--- config.mk ---
export PLATFORM = sky130hd
export DESIGN_NAME = ir_pulse_distance_frame_decoder
export DESIGN_NICKNAME = d
export VERILOG_FILES = /design/src/design/ird_pkg.sv /design/src/design/ird_cfg_regs.sv /design/src/design/ird_frame.sv /design/src/design/ir_pulse_distance_frame_decoder.sv
export VERILOG_INCLUDE_DIRS = /design/src /design/src/design
export SDC_FILE = /design/constraint.sdc
export NUM_CORES = 1
export LEC_CHECK = 0
export BUFFER_PORTS_ARGS = -buffer_cell sky130_fd_sc_hd__buf_2
export CORE_MARGIN = 4
export CORE_UTILIZATION = 58
export DETAILED_ROUTE_END_ITERATION = 8
export PLACE_DENSITY_LB_ADDON = 0.05
export SYNTH_ARGS = -nofsm -noshare
export SYNTH_HDL_FRONTEND = slang
export SYNTH_HIERARCHICAL = 1
export SYNTH_SLANG_ARGS = --single-unit
--- constraint.sdc ---
create_clock -name i_clk -period 5.05 [get_ports i_clk]
set_input_delay 0.505 -clock i_clk [delete_from_list [all_inputs] [get_ports i_clk]]
set_output_delay 0.505 -clock i_clk [all_outputs]
set_load 0.1 [all_outputs]
--- src/design/ir_pulse_distance_frame_decoder_defines.svh ---
// Assertion macros used by the IR frame state machine (ird_frame)
`ifndef IR_PULSE_DISTANCE_FRAME_DECODER_DEFINES_SVH
`define IR_PULSE_DISTANCE_FRAME_DECODER_DEFINES_SVH

// Checked on every rising clock edge outside reset
`define IRD_ASSERT(lbl, prop, msg) \
    lbl: assert property (@(posedge i_clk) disable iff (!i_rst_n) (prop)) else $error(msg);

// Checked on every rising clock edge, reset included
`define IRD_ASSERT_ALWAYS(lbl, prop, msg) \
    lbl: assert property (@(posedge i_clk) (prop)) else $error(msg);

`endif

--- src/design/ird_pkg.sv ---
// Types and constants of the IR pulse distance frame decoder
package ird_pkg;

    localparam int unsigned BYTE_W       = 8;
    localparam int unsigned FRAME_BYTES  = 4;
    localparam int unsigned CNT_W        = 6;
    localparam int unsigned STATUS_W     = 2;
    localparam int unsigned CFG_IDX_W    = 2;
    localparam int unsigned FRAME_BITS_D = 32;
    localparam int unsigned IN_TDATA_W   = 8;
    localparam int unsigned OUT_TDATA_W  = 40;

    localparam logic [BYTE_W-1:0] LEADER_MIN_RST    = 8'd13;
    localparam logic [BYTE_W-1:0] BIT_THRESHOLD_RST = 8'd6;
    localparam logic [BYTE_W-1:0] GAP_MAX_RST       = 8'd20;

    typedef enum logic [CFG_IDX_W-1:0] {
        CFG_LEADER_MIN    = 2'd0,
        CFG_BIT_THRESHOLD = 2'd1,
        CFG_GAP_MAX       = 2'd2
    } t_cfg_idx;

    typedef enum logic [STATUS_W-1:0] {
        ST_OK         = 2'd0,
        ST_CHECK_FAIL = 2'd1,
        ST_ABORT      = 2'd2
    } t_status;

    typedef struct packed {
        logic [BYTE_W-1:0] leader_min;
        logic [BYTE_W-1:0] bit_threshold;
        logic [BYTE_W-1:0] gap_max;
    } t_cfg;

    typedef struct packed {
        logic                              valid;
        t_status                           status;
        logic [FRAME_BYTES-1:0][BYTE_W-1:0] bytes;
    } t_result;

endpackage

--- src/design/ird_cfg_regs.sv ---
// Configuration registers of the IR frame decoder
module ird_cfg_regs
    import ird_pkg::*;
(
    input  logic                  i_clk,
    input  logic                  i_rst_n,
    input  logic                  i_we,
    input  logic [CFG_IDX_W-1:0]  i_idx,
    input  logic [BYTE_W-1:0]     i_wdata,
    output t_cfg                  o_cfg
);

    t_cfg r_cfg;

    always_ff @(posedge i_clk) begin
        if (!i_rst_n) begin
            r_cfg.leader_min    <= LEADER_MIN_RST;
            r_cfg.bit_threshold <= BIT_THRESHOLD_RST;
            r_cfg.gap_max       <= GAP_MAX_RST;
        end else if (i_we) begin
            unique case (i_idx)
                CFG_LEADER_MIN:    r_cfg.leader_min    <= i_wdata;
                CFG_BIT_THRESHOLD: r_cfg.bit_threshold <= i_wdata;
                CFG_GAP_MAX:       r_cfg.gap_max       <= i_wdata;
                default: ;
            endcase
        end
    end

    assign o_cfg = r_cfg;

endmodule

--- src/design/ird_frame.sv ---
// Frame state machine: leader check, bit shifting, frame completion and abort
`include "ir_pulse_distance_frame_decoder_defines.svh"

module ird_frame
    import ird_pkg::*;
#(
    parameter int unsigned FRAME_BITS = FRAME_BITS_D
) (
    input  logic              i_clk,
    input  logic              i_rst_n,
    input  logic              i_fire,
    input  logic [BYTE_W-1:0] i_interval,
    input  t_cfg              i_cfg,
    output t_result           o_res
);

    localparam logic [CNT_W-1:0] LAST_CNT = CNT_W'(FRAME_BITS);

    typedef enum logic [1:0] {
        PH_IDLE  = 2'd0,
        PH_ARMED = 2'd1,
        PH_RECV  = 2'd2
    } t_phase;

    t_phase                              r_phase, n_phase;
    logic [CNT_W-1:0]                    r_bits, n_bits;
    logic [FRAME_BYTES-1:0][BYTE_W-1:0]  r_bytes, n_bytes;
    logic [FRAME_BYTES-1:0][BYTE_W-1:0]  w_upd;
    logic [1:0]                          w_k;
    logic [CNT_W-1:0]                    w_cnt_inc;
    t_result                             w_res;

    assign w_k       = r_bits[4:3];
    assign w_cnt_inc = r_bits + CNT_W'(1);

    always_comb begin
        n_phase      = r_phase;
        n_bits       = r_bits;
        n_bytes      = r_bytes;
        w_upd        = r_bytes;
        w_upd[w_k]   = {1'b0, r_bytes[w_k][BYTE_W-1:1]};
        w_res.valid  = 1'b0;
        w_res.status = ST_OK;
        w_res.bytes  = w_upd;
        unique case (r_phase)
            PH_ARMED: begin
                if (i_interval < i_cfg.leader_min) begin
                    n_phase = PH_IDLE;
                end else begin
                    n_phase = PH_RECV;
                    n_bits  = '0;
                end
            end
            PH_RECV: begin
                if (i_interval > i_cfg.gap_max) begin
                    w_res.valid  = 1'b1;
                    w_res.status = ST_ABORT;
                    n_phase      = PH_IDLE;
                    n_bits       = '0;
                    n_bytes      = '0;
                end else begin
                    w_upd[w_k][BYTE_W-1] = i_interval > i_cfg.bit_threshold;
                    w_res.bytes          = w_upd;
                    n_bytes              = w_upd;
                    n_bits               = w_cnt_inc;
                    if (w_cnt_inc >= LAST_CNT) begin
                        w_res.valid  = 1'b1;
                        w_res.status = (w_upd[2] == ~w_upd[3]) ? ST_OK : ST_CHECK_FAIL;
                        n_phase      = PH_IDLE;
                        n_bits       = '0;
                    end
                end
            end
            default: n_phase = PH_ARMED;
        endcase
    end

    always_ff @(posedge i_clk) begin
        if (!i_rst_n) begin
            r_phase <= PH_IDLE;
            r_bits  <= '0;
            r_bytes <= '0;
        end else if (i_fire) begin
            r_phase <= n_phase;
            r_bits  <= n_bits;
            r_bytes <= n_bytes;
        end
    end

    assign o_res = w_res;

    `IRD_ASSERT(a_abort_clears,
        i_fire && o_res.valid && o_res.status == ST_ABORT |=>
            r_phase == PH_IDLE && r_bits == '0 && r_bytes == '0,
        "abort did not clear the frame state")
    `IRD_ASSERT(a_done_idle,
        i_fire && o_res.valid |=> r_phase == PH_IDLE && r_bits == '0,
        "result not followed by idle")
    `IRD_ASSERT(a_result_in_recv,
        o_res.valid |-> r_phase == PH_RECV,
        "result outside data reception")
    `IRD_ASSERT_ALWAYS(a_count_bound,
        r_phase == PH_RECV |-> r_bits < LAST_CNT,
        "bit count ran past the frame length")

endmodule

--- src/design/ir_pulse_distance_frame_decoder.sv ---
// Top level of the IR pulse distance frame decoder
//
// channel  dir  handshake               payload (low bit up)
// s        in   i_s_tvalid/o_s_tready   tdata: interval_units[7:0]
// m        out  o_m_tvalid/i_m_tready   tdata: status, address_byte, address_inverse,
//                                              command_byte, command_inverse, pad
// cfg      in   i_cfg_we                i_cfg_idx, i_cfg_wdata
//
// One edge per cycle while no held result stalls the input; a frame result is taken
// from the edge that ends it through input register, frame state logic, result register.
// Reset is synchronous, active low; it restores register defaults and idles the frame.
// A held result stalls the input register only when the next edge also yields a result.
module ir_pulse_distance_frame_decoder
    import ird_pkg::*;
#(
    parameter int unsigned FRAME_BITS = FRAME_BITS_D
) (
    input  logic                   i_clk,
    input  logic                   i_rst_n,
    input  logic                   i_s_tvalid,
    output logic                   o_s_tready,
    input  logic [IN_TDATA_W-1:0]  i_s_tdata,   // interval_units[7:0]
    output logic                   o_m_tvalid,
    input  logic                   i_m_tready,
    output logic [OUT_TDATA_W-1:0] o_m_tdata,   // status, addr, addr_inv, cmd, cmd_inv, 0
    input  logic                   i_cfg_we,
    input  logic [CFG_IDX_W-1:0]   i_cfg_idx,
    input  logic [BYTE_W-1:0]      i_cfg_wdata
);

    localparam int unsigned PAD_W = OUT_TDATA_W - STATUS_W - FRAME_BYTES * BYTE_W;

    t_cfg                        w_cfg;
    t_result                     w_res;
    logic                        r_in_valid;
    logic [BYTE_W-1:0]           r_in_data;
    logic                        r_out_valid;
    logic [OUT_TDATA_W-1:0]      r_out_data;
    logic                        w_advance;

    ird_cfg_regs u_cfg (
        .i_clk   (i_clk),
        .i_rst_n (i_rst_n),
        .i_we    (i_cfg_we),
        .i_idx   (i_cfg_idx),
        .i_wdata (i_cfg_wdata),
        .o_cfg   (w_cfg)
    );

    ird_frame #(
        .FRAME_BITS (FRAME_BITS)
    ) u_frame (
        .i_clk      (i_clk),
        .i_rst_n    (i_rst_n),
        .i_fire     (w_advance),
        .i_interval (r_in_data),
        .i_cfg      (w_cfg),
        .o_res      (w_res)
    );

    assign w_advance  = r_in_valid && (!w_res.valid || !r_out_valid || i_m_tready);
    assign o_s_tready = !r_in_valid || w_advance;

    always_ff @(posedge i_clk) begin
        if (!i_rst_n) begin
            r_in_valid  <= 1'b0;
            r_out_valid <= 1'b0;
        end else begin
            if (o_s_tready) begin
                r_in_valid <= i_s_tvalid;
            end
            if (w_advance && w_res.valid) begin
                r_out_valid <= 1'b1;
            end else if (i_m_tready) begin
                r_out_valid <= 1'b0;
            end
        end
    end

    always_ff @(posedge i_clk) begin
        if (o_s_tready && i_s_tvalid) begin
            r_in_data <= i_s_tdata[BYTE_W-1:0];
        end
        if (w_advance && w_res.valid) begin
            r_out_data <= {PAD_W'(0), w_res.bytes, w_res.status};
        end
    end

    assign o_m_tvalid = r_out_valid;
    assign o_m_tdata  = r_out_data;

endmodule
Word-level counts from Yosys, hierarchy flattened. Cells that the tools add are included.

Input bits: 23. Memories kept: 0. ROM bits: 0. Bits in registers: 108. Bits in latches: 0. RAM bits: 0. Word-level logic and storage cells: 76.

$mul: 0. Bitwise gates (word level): 3. Reductions and logical operators: 20. Divide/modulo/power cells: 0. Order comparisons: 6. Add/subtract/negate cells: 1. Multiplexer cells: 24. Shift operators: 0. Equality and inequality tests: 7.

Operator list (number): $bwmux W32 (2); $mux W32 (2); $mux W35 (1); $demux W8 S2 (2); $mux W8 (3); $mux W6 (3); $bmux W8 S2 (1); $gt A8 B8 Y1 (2); $pmux W6 S2 (1); $reduce_and A2 Y1 (5); $eq A8 B8 Y1 (1); $lt A8 B8 Y1 (1); $not A8 Y8 (1); $add A6 B1 Y6 const B (1); $ge A6 B6 Y1 const B (1); $mux W2 (3); $mux W3 (2); $eq A2 B1 Y1 const B (2); $eq A2 B2 Y1 const B (2); $logic_and A1 B1 Y1 (4); $pmux W2 S2 (1); $reduce_bool A2 Y1 (2); $logic_not A1 Y1 (3); $logic_or A1 B1 Y1 (3); 9 further kinds (12).

Depth between registers and ports, before layout. Gate-level depths: netlist (run 1).

Depth in word-level cells: 18. Mapped depth: 15.

Hierarchy. Netlist (run 1), hierarchy kept.

By module, submodules not included: ird_frame (times used 1, cells an instance 421, area an instance 3036.7 sq um, sequential area each 800.8 sq um); ir_pulse_distance_frame_decoder (times used 1, cells an instance 61, area an instance 1427.6 sq um, sequential area each 1301.2 sq um); ird_cfg_regs (times used 1, cells an instance 96, area an instance 968.4 sq um, sequential area each 480.5 sq um).

Worst setup path after synthesis (run 1). Ideal clock, no wire load.

Path type: flip-flop to flip-flop. Start point: reg r_in_data[1]. End point: reg r_out_data[0] (netlist: o_m_tdata[0]), enable pin. Data required time: 4.625 ns. Period minus slack after synthesis: 3.758 ns. Cell stages (with the launch flop): 11. Library setup time: 0.425 ns. Path slack: 1.292 ns. Path buffers: 2. Data arrival time: 3.333 ns. Cell sequence: edfxtp_1 ha_1 nor2b_1 o211ai_1 a21oi_1 o22ai_1 buf_2 buf_1 a21oi_1 nand2_1 nor2_1.

RTL lines: start: declaration (RTL line ir_pulse_distance_frame_decoder.sv:36) `logic [BYTE_W-1:0] r_in_data;`; start signal: assignment (RTL line ir_pulse_distance_frame_decoder.sv:82) `r_in_data <= i_s_tdata[BYTE_W-1:0];`; end signal: assignment (RTL line ir_pulse_distance_frame_decoder.sv:85) `r_out_data <= {PAD_W'(0), w_res.bytes, w_res.status};`; end: declaration (RTL line ir_pulse_distance_frame_decoder.sv:38) `logic [OUT_TDATA_W-1:0] r_out_data;`.

==> impl_metrics.ini, run 1 <==
[setup_path]
slowest_stage = and2_1
worstPathMaxFanout = 27
rrSetupSlack_ps = 1770
startpoint_type = flop
r2r_end = u_frame/r_bytes[19]
crit_type = flop to flop
end_kind = flop
r2r_start = u_frame/r_bits[4]
reg2regPathDepth = 8
critical_path.cell_chain = inv_2 > nor2_1 > xnor2_1 > a21oi_1 > a21boi_1 > and2_1 > nand3_1 > a21oi_1
crit_family = simple AND/OR/NAND/NOR gates
cp_data_required_time_ps = 5340
cp_common_cell = a21oi_1
cp.arrival_ps = 3570
slowest_delay_ps = 910
crit_buf_inv = 1

[synth]
synth_edf_count = 42
synth_seq_area_share_pct = 47.5
synthesis.instances = 578
synth_cell_types = 65
synth-compound-area-share_pct = 11.7
synth_area_mm2 = 0.00543
synth-simple-area-share_pct = 19.7
synthArstFlopShare_pct = 0
synth-seq-cells = 108
synth_fa_ha_area_share_pct = 5.99
synthFlopType = dfxtp_1
ys_warn_count = 6
synth_top_family_by_area = simple AND/OR/NAND/NOR gates
synthXorXnorAreaFrac_pct = 1.29
muxShareOfSynthArea_pct = 7.14
syn_avg_cell_area_um2 = 9.40

[layout]
drive_gt1_share_pct = 15.7
fill_cells = 798
final_common_cell = nand2_1
final_cell_mix = nand2_1, dfxtp_1, buf_2
n_antenna_cell = 0
area_growth_pct = 8.01
layout.cells.non_filler = 730
nNetsFinal = 663

[min_path]
min_from = i_s_tdata[6]
whs_path_depth = 1
hp-class = primary input to flop
min_delay_worst_endpoint = r_in_data[6]

[placed_design]
dp_hpwl_mm = 7.93
gp_congestion = 0.829
placedCellCount = 714
portBuffers = 58

[sta]
hold_slack_ps = 304
period_minus_slack_ps = 3280
relSlewSlack_pct = 25.6
worstMarginPinSlew_ps = 1120
drv_slew = 0
fmax_ghz = 0.305
hold_viol = 0
skew_ps = 15.5
final.setup.tns_ps = 0
setup_viol = 0
final_min_period_over_clock_period_pct = 64.9
rsz0062_at_grt = no

[routing]
num_vias = 4163
drtAntennaViolNets = 0
via_per_inst = 5.70
drtIter0Drc = 203
wire_per_inst_um = 15.5
drcViolationCount = 0
drt-total-wl_mm = 11.3
first_pass_iters = 5

[power]
powerDensity_mw_per_mm2 = 261
p_total_uw = 1530
vdd_drop_max_v = 0.000243
leakage_uw = 0.00249

[floorplan]
rows = 35
die_area_mm2 = 0.0110
die_h_um = 105
coreArea_mm2 = 0.00920
ioPinCount = 65
start_util_pct = 59.1
die_x_um = 105

[status]
outcome = completed

[global_routing]
gr-total-overflow = 0
grt_pass1_wl_mm = 19.1
grt_max_degree = 54
antenna_found_initial = 0
grt_pass1_vias = 4087
grtUsageTotal_pct = 21.2

[clock_network]
cts_made_buffers = 9
clk_path_buf_depth = 2
clk_latency_ps = 380
ctsResizeCount = 0
cts_tree = built
h-tree-depth = 3
cts.sinks = 108
root_buffer = clkbuf_8
postCtsSetupBuffers = 0
clk_pin_slew_ps = 90
holdBufCountCts = 0

[job]
cap_violations = 0
-- per-layer routing --
layer  part of all wire [%]  up-vias  global-route usage [%]
met1                     49     1971                    29.7
met3                    5.2       10                    6.18
met4                    1.1        0                    5.62
met5                      0        -                       0
met2                     45      105                    32.2
li1                       -     2077                       -
-- cells by family after synthesis --
kind of cell             count (synthesis)
AND/OR/NAND/NOR                        217
flip-flops                             108
AO/OA/AOI/OAI                          104
buffers and inverters                   78
multiplexers                            36
adder cells (fa/ha/maj)                 26
XOR/XNOR                                 8
other                                    1
-- power by group --
part | total [uW] | switching, uW | internal (uW)
clock network | 469 | 280 | 189
registers | 923 | 10.3 | 913
logic | 141 | 95.3 | 45.4
total | 1530 | 386 | 1150
-- per-stage QoR --
step                      area, um^2  setup slack, ps  util, %
after global routing            5870             1460     63.8
after detailed placement        5700             1850     62.0
after global placement          5700             1960     62.0
after CTS                       5870             1810     63.8
final                           5870             1770     63.8
after floorplan                 5450             1290        -
-- Yosys cell counts (3+ instances only) --
library cell,n,area [um^2]
buf_4,7,52.6
clkbuf_1,18,67.6
xor2_1,6,52.6
dfxtp_1,66,1320
nor2_1,16,60.1
buf_6,3,33.8
and2_1,4,25.0
nand2_1,108,405
a22oi_1,4,30.0
o211ai_1,6,45.0
a21oi_1,43,215
mux2_2,11,124
edfxtp_1,42,1260
buf_2,9,45.0
nand2b_1,5,31.3
mux2i_1,23,230
nor2b_1,8,50.1
o22ai_1,8,50.1
nand3_1,40,200
nand4b_1,3,26.3
inv_1,37,139
nand4_1,12,75.1
a21boi_1,4,30.0
buf_1,3,11.3
o21ai_0,20,100
ha_1,26,325
-- layout make-up --
class / instances / area (um^2) / share of cell area [%]
Sequential cell: 108 / 2580 / 44.0
Multi-Input combinational cell: 397 / 2530 / 43.1
Timing Repair Buffer: 60 / 305 / 5.20
Inverter: 38 / 143 / 2.43
Clock buffer: 11 / 141 / 2.41
Tap cell: 111 / 139 / 2.37
Clock inverter: 5 / 27.5 / 0.469
-- registers in the layout, indices dropped and copies added, names as in the netlist --
| signal | cells |
|---|---|
| r_in_valid | 1 |
| u_frame/r_phase | 2 |
| o_m_tdata | 34 |
| u_cfg/o_cfg | 24 |
| r_in_data | 8 |
| u_frame/r_bits | 6 |
| o_m_tvalid | 1 |
| u_frame/r_bytes | 32 |
-- worst max path at each step --
| stage | startpoint | end | slack [ps] | depth (start not counted) |
|---|---|---|---|---|
| after global routing | u_frame/r_bits[4] | u_frame/r_phase[1] | 1460 | 10 |
| after detailed placement | u_frame/r_bits[4] | u_frame/r_bytes[19] | 1850 | 8 |
| after CTS | u_frame/r_bits[4] | u_frame/r_bytes[19] | 1810 | 8 |
| after floorplan | r_in_data[1] | o_m_tdata[0] | 1290 | 10 |
| after global placement | r_in_data[1] | u_frame/r_bits[4] | 1960 | 12 |
| final | u_frame/r_bits[4] | u_frame/r_bytes[19] | 1770 | 8 |
Power figures use the tool's default switching activity.
==> run 2, diff against run 1 <==
Clock period 5.05 ns to 3.3 ns, I/O delays scaled along.
==> run 2 against run 1 <==
Compared with the run above: global-route usage increased by 0.21 points; largest cell class unchanged; die area unchanged; critical endpoint is now u_frame/r_phase[1]; clock skew decreased by 2.0 ps.
==> impl_metrics.ini, run 2 (synthesis results as in run 1) <==
[routing]
num_vias = 4250
drt-total-wl_mm = 11.6
drcViolationCount = 0
wl_met2_mm = 5.22
drtIter0Drc = 219
drtAntennaViolNets = 0
top_layer_used = met4
via_per_inst = 5.77
wl_met1_mm = 5.69
first_pass_iters = 4
wl_met3_um = 543
wire_per_inst_um = 15.7

[placed_design]
portBuffers = 58
placed_cell_area_mm2 = 0.00577
gp_congestion = 0.937
dp_hpwl_mm = 8.10

[setup_path]
cp_common_cell = a21oi_1
critical_path.cell_chain = ha_1 > nor2b_1 > o211ai_1 > a21oi_1 > o22ai_2 > a21oi_1 > a21boi_1 > nand2_1 > nor4_2 > a21oi_1 > a2111oi_0 > o21bai_1
crit_type = flop to flop
cp_data_required_time_ps = 3610
slowest_stage = edfxtp_1
worstPathMaxFanout = 4
startpoint_type = flop
crit_family = compound AO/OA/AOI/OAI gates
end_kind = flop
slowest_delay_ps = 440
cp.arrival_ps = 3260
cp.depth = 12
crit_buf_inv = 0
reg2regPathDepth = 12

[layout]
final_common_cell = nand2_1
final_cell_mix = nand2_1, dfxtp_1, buf_2
multi_input_area_mm2 = 0.00254
nNetsFinal = 669
final_area_mm2 = 0.00598
area_growth_pct = 10.0
drive_gt1_share_pct = 17.1
regArea_mm2 = 0.00258
fill_cells = 764
largest_register_ffs = 34
n_antenna_cell = 0

[clock_network]
clk_path_buf_depth = 2
clk_latency_ps = 370
cts_tree = built
cts_made_buffers = 9
cts.sinks = 108
h-tree-depth = 3
clk_pin_slew_ps = 110
holdBufCountCts = 0
root_buffer = clkbuf_8

[floorplan]
die_h_um = 105
ioPinCount = 65
die_x_um = 105
coreArea_mm2 = 0.00920
die_area_mm2 = 0.0110
rows = 35
start_util_pct = 59.1

[min_path]
whs_path_depth = 1
hp-class = primary input to flop

[power]
p_comb_share_pct = 9.0
powerDensity_mw_per_mm2 = 409
p_total_uw = 2450
p_clk_share_pct = 33.3
vdd_drop_max_v = 0.000238
p_int_uw = 1800
netSwitchingFraction_pct = 26.3
leakage_uw = 0.00256
p_seq_share_pct = 57.7
p_sw_uw = 643

[sta]
drv_slew = 0
rsz0062_at_grt = no
final_min_period_over_clock_period_pct = 89.3
hold_viol = 0
skew_ps = 13.5
setup_viol = 0
relSlewSlack_pct = 29.8
period_minus_slack_ps = 2950
fmax_ghz = 0.339
final.setup.tns_ps = 0
worstMarginPinSlew_ps = 1050

[global_routing]
grt_pass1_vias = 4033
grtUsageTotal_pct = 21.4
grt_max_degree = 48
antenna_found_initial = 0
grt_pass1_wl_mm = 19.5
gr-total-overflow = 0

[status]
outcome = completed

[job]
cap_violations = 0
## run 2: cell count changes in the layout (fill, tap and decap cells not counted), sizes merged
cell	change
clkinv	-1
inv	+4
clkbuf	-1
buf	+6
clkinvlp	-2
## run 2: path summary, 6_finish.rpt
check	start	endpoint	slack (ps)
worst max register to register	r_in_data[1]	u_frame/r_phase[1]	350
worst min register to register	u_cfg/o_cfg[15]	u_cfg/o_cfg[15]	470
worst min-delay path	i_s_tdata[6]	r_in_data[6]	130
worst max-delay path	r_in_data[1]	u_frame/r_phase[1]	350
## run 2: through the flow
stage | instances | utilization (%) | hold slack (ps) | setup slack, ps
floorplan | 583 | - | 429 | 13.9
global route | 736 | 65.0 | 102 | 84.5
detailed placement | 720 | 62.8 | 451 | 364
finish | 736 | 65.0 | 126 | 352
global placement | 720 | 62.8 | 439 | 450
CTS | 736 | 64.9 | 114 | 297
## run 2: repair_timing
action	CTS	global route
gates resized for setup	0	1
buffers inserted	0	0
endpoints found under the setup margin	0	1
## run 2: routing by layer
metal	up-vias	GRT usage (%)
li1	2093	-
met1	2050	31.2
met2	98	32.6
met3	9	3.89
met4	0	6.19
met5	-	0
## run 2: power by group through the flow
stage	Sequential [uW]	Combinational, uW	Clock (uW)
after floorplan	1440	169	0
after global placement	1440	210	0
after detailed placement	1440	216	0
after CTS	1410	218	829
after global routing	1420	243	886
final	1410	220	814
## run 2: final cells by class
type                            instances  share of cell area, %
Sequential cell                       108                   43.2
Multi-Input combinational cell        397                   42.4
Timing Repair Buffer                   66                   6.32
Clock buffer                           10                   2.49
Inverter                               38                   2.39
Tap cell                              111                   2.32
Clock inverter                          6                  0.837
==> run 3, diff against run 2 <==
Settings changed: CELL_PAD_IN_SITES_DETAIL_PLACEMENT set to 1, CELL_PAD_IN_SITES_GLOBAL_PLACEMENT set to 1, CORE_UTILIZATION 58 to 47, CTS_BUF_LIST set to sky130_fd_sc_hd__clkbuf_4 sky130_fd_sc_hd__clkbuf_8.
==> run 3 against run 2 <==
Compared with the run above: routed wire length grew 15%; utilization shrank 11 points; clock skew shrank 1.1 ps; maximum frequency shrank 1.3%; via count grew 0.31%; combinational power grew 3%; worst setup slack lost 38 ps; critical path depth is the same; largest power group unchanged.
==> impl_metrics.ini, run 3 (synthesis results as in run 1) <==
[job]
cap_violations = 0

[clock_network]
cts_tree = built
cts_made_buffers = 9
clk_path_buf_depth = 2
clk_pin_slew_ps = 100
postCtsSetupBuffers = 0
clk_latency_ps = 380
h-tree-depth = 3
root_buffer = clkbuf_8
cts.sinks = 108

[routing]
via_per_inst = 5.55
drcViolationCount = 0
drt-total-wl_mm = 13.3
num_vias = 4263
wire_per_inst_um = 17.3
drtIter0Drc = 320
drtAntennaViolNets = 0
first_pass_iters = 4

[status]
outcome = completed

[setup_path]
critical_path.cell_chain = ha_1 > nor2b_1 > o211ai_1 > a21oi_1 > o22ai_2 > a21oi_1 > a21boi_1 > nand2_1 > nor4_2 > a21oi_1 > a2111oi_0 > o21bai_1
startpoint_type = flop
slowest_stage = edfxtp_1
crit_buf_inv = 0
end_kind = flop
worstPathMaxFanout = 4
cp.arrival_ps = 3300
crit_type = flop to flop
cp_data_required_time_ps = 3620
r2r_start = r_in_data[1]
cp_common_cell = a21oi_1
slowest_delay_ps = 430
crit_start = r_in_data[1]
crit_family = compound AO/OA/AOI/OAI gates

[floorplan]
die_x_um = 116
die_h_um = 116
die_area_mm2 = 0.0133
coreArea_mm2 = 0.0111
ioPinCount = 65
rows = 38
start_util_pct = 49.0

[layout]
fill_cells = 1307
n_antenna_cell = 0
final_util_pct = 54.5
multi_input_area_mm2 = 0.00254
final_cell_mix = nand2_1, dfxtp_1, buf_2
layout.cells.non_filler = 768
nNetsFinal = 672
largest_register_ffs = 34
regArea_mm2 = 0.00258
final_common_cell = nand2_1
area_growth_pct = 11.1
drive_gt1_share_pct = 17.4

[power]
leakage_uw = 0.00258
powerDensity_mw_per_mm2 = 416
p_total_uw = 2510
vdd_drop_max_v = 0.000355

[min_path]
hp-class = primary input to flop
min_from = i_s_tdata[5]

[sta]
relSlewSlack_pct = 59.0
rsz0062_at_grt = no
setup_viol = 0
skew_ps = 12.5
worstMarginPinSlew_ps = 612
final.setup.tns_ps = 0
period_minus_slack_ps = 2990
final_min_period_over_clock_period_pct = 90.5
drv_slew = 0
fmax_ghz = 0.335
hold_viol = 0
hold_slack_ps = 127

[placed_design]
dp_hpwl_mm = 9.55
portBuffers = 58
placedCellCount = 752
gp_congestion = 0.833

[global_routing]
grt_max_degree = 48
gr-total-overflow = 0
grt_pass1_wl_mm = 22.1
grt_pass1_vias = 4436
antenna_found_initial = 0
grtUsageTotal_pct = 21.2
-- run 3: cell types whose count changed in the layout (fill, tap and decap cells not counted), sizes merged --
cell,previous run,this run
clkinv,2,4
buf,66,69
bufinv,0,2
inv,42,38
-- run 3: final cells by class --
| cell class | instances | share of cell area [%] |
|---|---|---|
| repair buffers | 69 | 6.43 |
| flip-flops and latches | 108 | 42.8 |
| inverters | 38 | 2.36 |
| clock inverters | 6 | 1.31 |
| clock buffers | 10 | 2.18 |
| multi-input cells | 397 | 42.0 |
| well taps | 140 | 2.90 |
-- run 3: layer usage --
layer | share of wire (%) | wire length (um) | vias up | track usage [%]
li1 | - | - | 2094 | -
met4 | 1.2 | 157 | 0 | 5.09
met5 | 0 | 0 | - | 0
met1 | 44 | 5810 | 2087 | 25.9
met3 | 3.5 | 462 | 10 | 5.43
met2 | 52 | 6890 | 72 | 37.5
-- run 3: worst reg2reg max path, stage by stage, from the launching register on --
cell and delay [ps]:
edfxtp_1 430, ha_1 330, nor2b_1 140, o211ai_1 160, a21oi_1 100, o22ai_2 110, a21oi_1 100, a21boi_1 330
nand2_1 160, nor4_2 410, a21oi_1 120, a2111oi_0 360, o21bai_1 170
-- run 3: metrics by stage --
step	setup WS, ps	area (um^2)
after floorplan	13.9	5450
after global placement	477	5820
after detailed placement	215	5820
after CTS	191	6030
after global routing	25.6	6030
final	314	6030
-- run 3: path summary, 6_finish.rpt --
check                        to  slack [ps]  depth (start not counted)
min                r_in_data[5]         130                          1
min reg2reg  u_frame/r_bytes[8]         460                          2
max reg2reg  u_frame/r_phase[1]         310                         12
max          u_frame/r_phase[1]         310                         12
-- run 3: report_power, final --
part	switching [uW]	total, uW	internal (uW)
clock	441	871	430
sequential	15.2	1410	1400
combinational	154	226	71.9
-- run 3: timing repair --
item                                    CTS  global route
hold buffers                              0             0
gates resized for setup                   0             1
endpoints found under the setup margin    0             4
hold endpoints to repair                  0             0
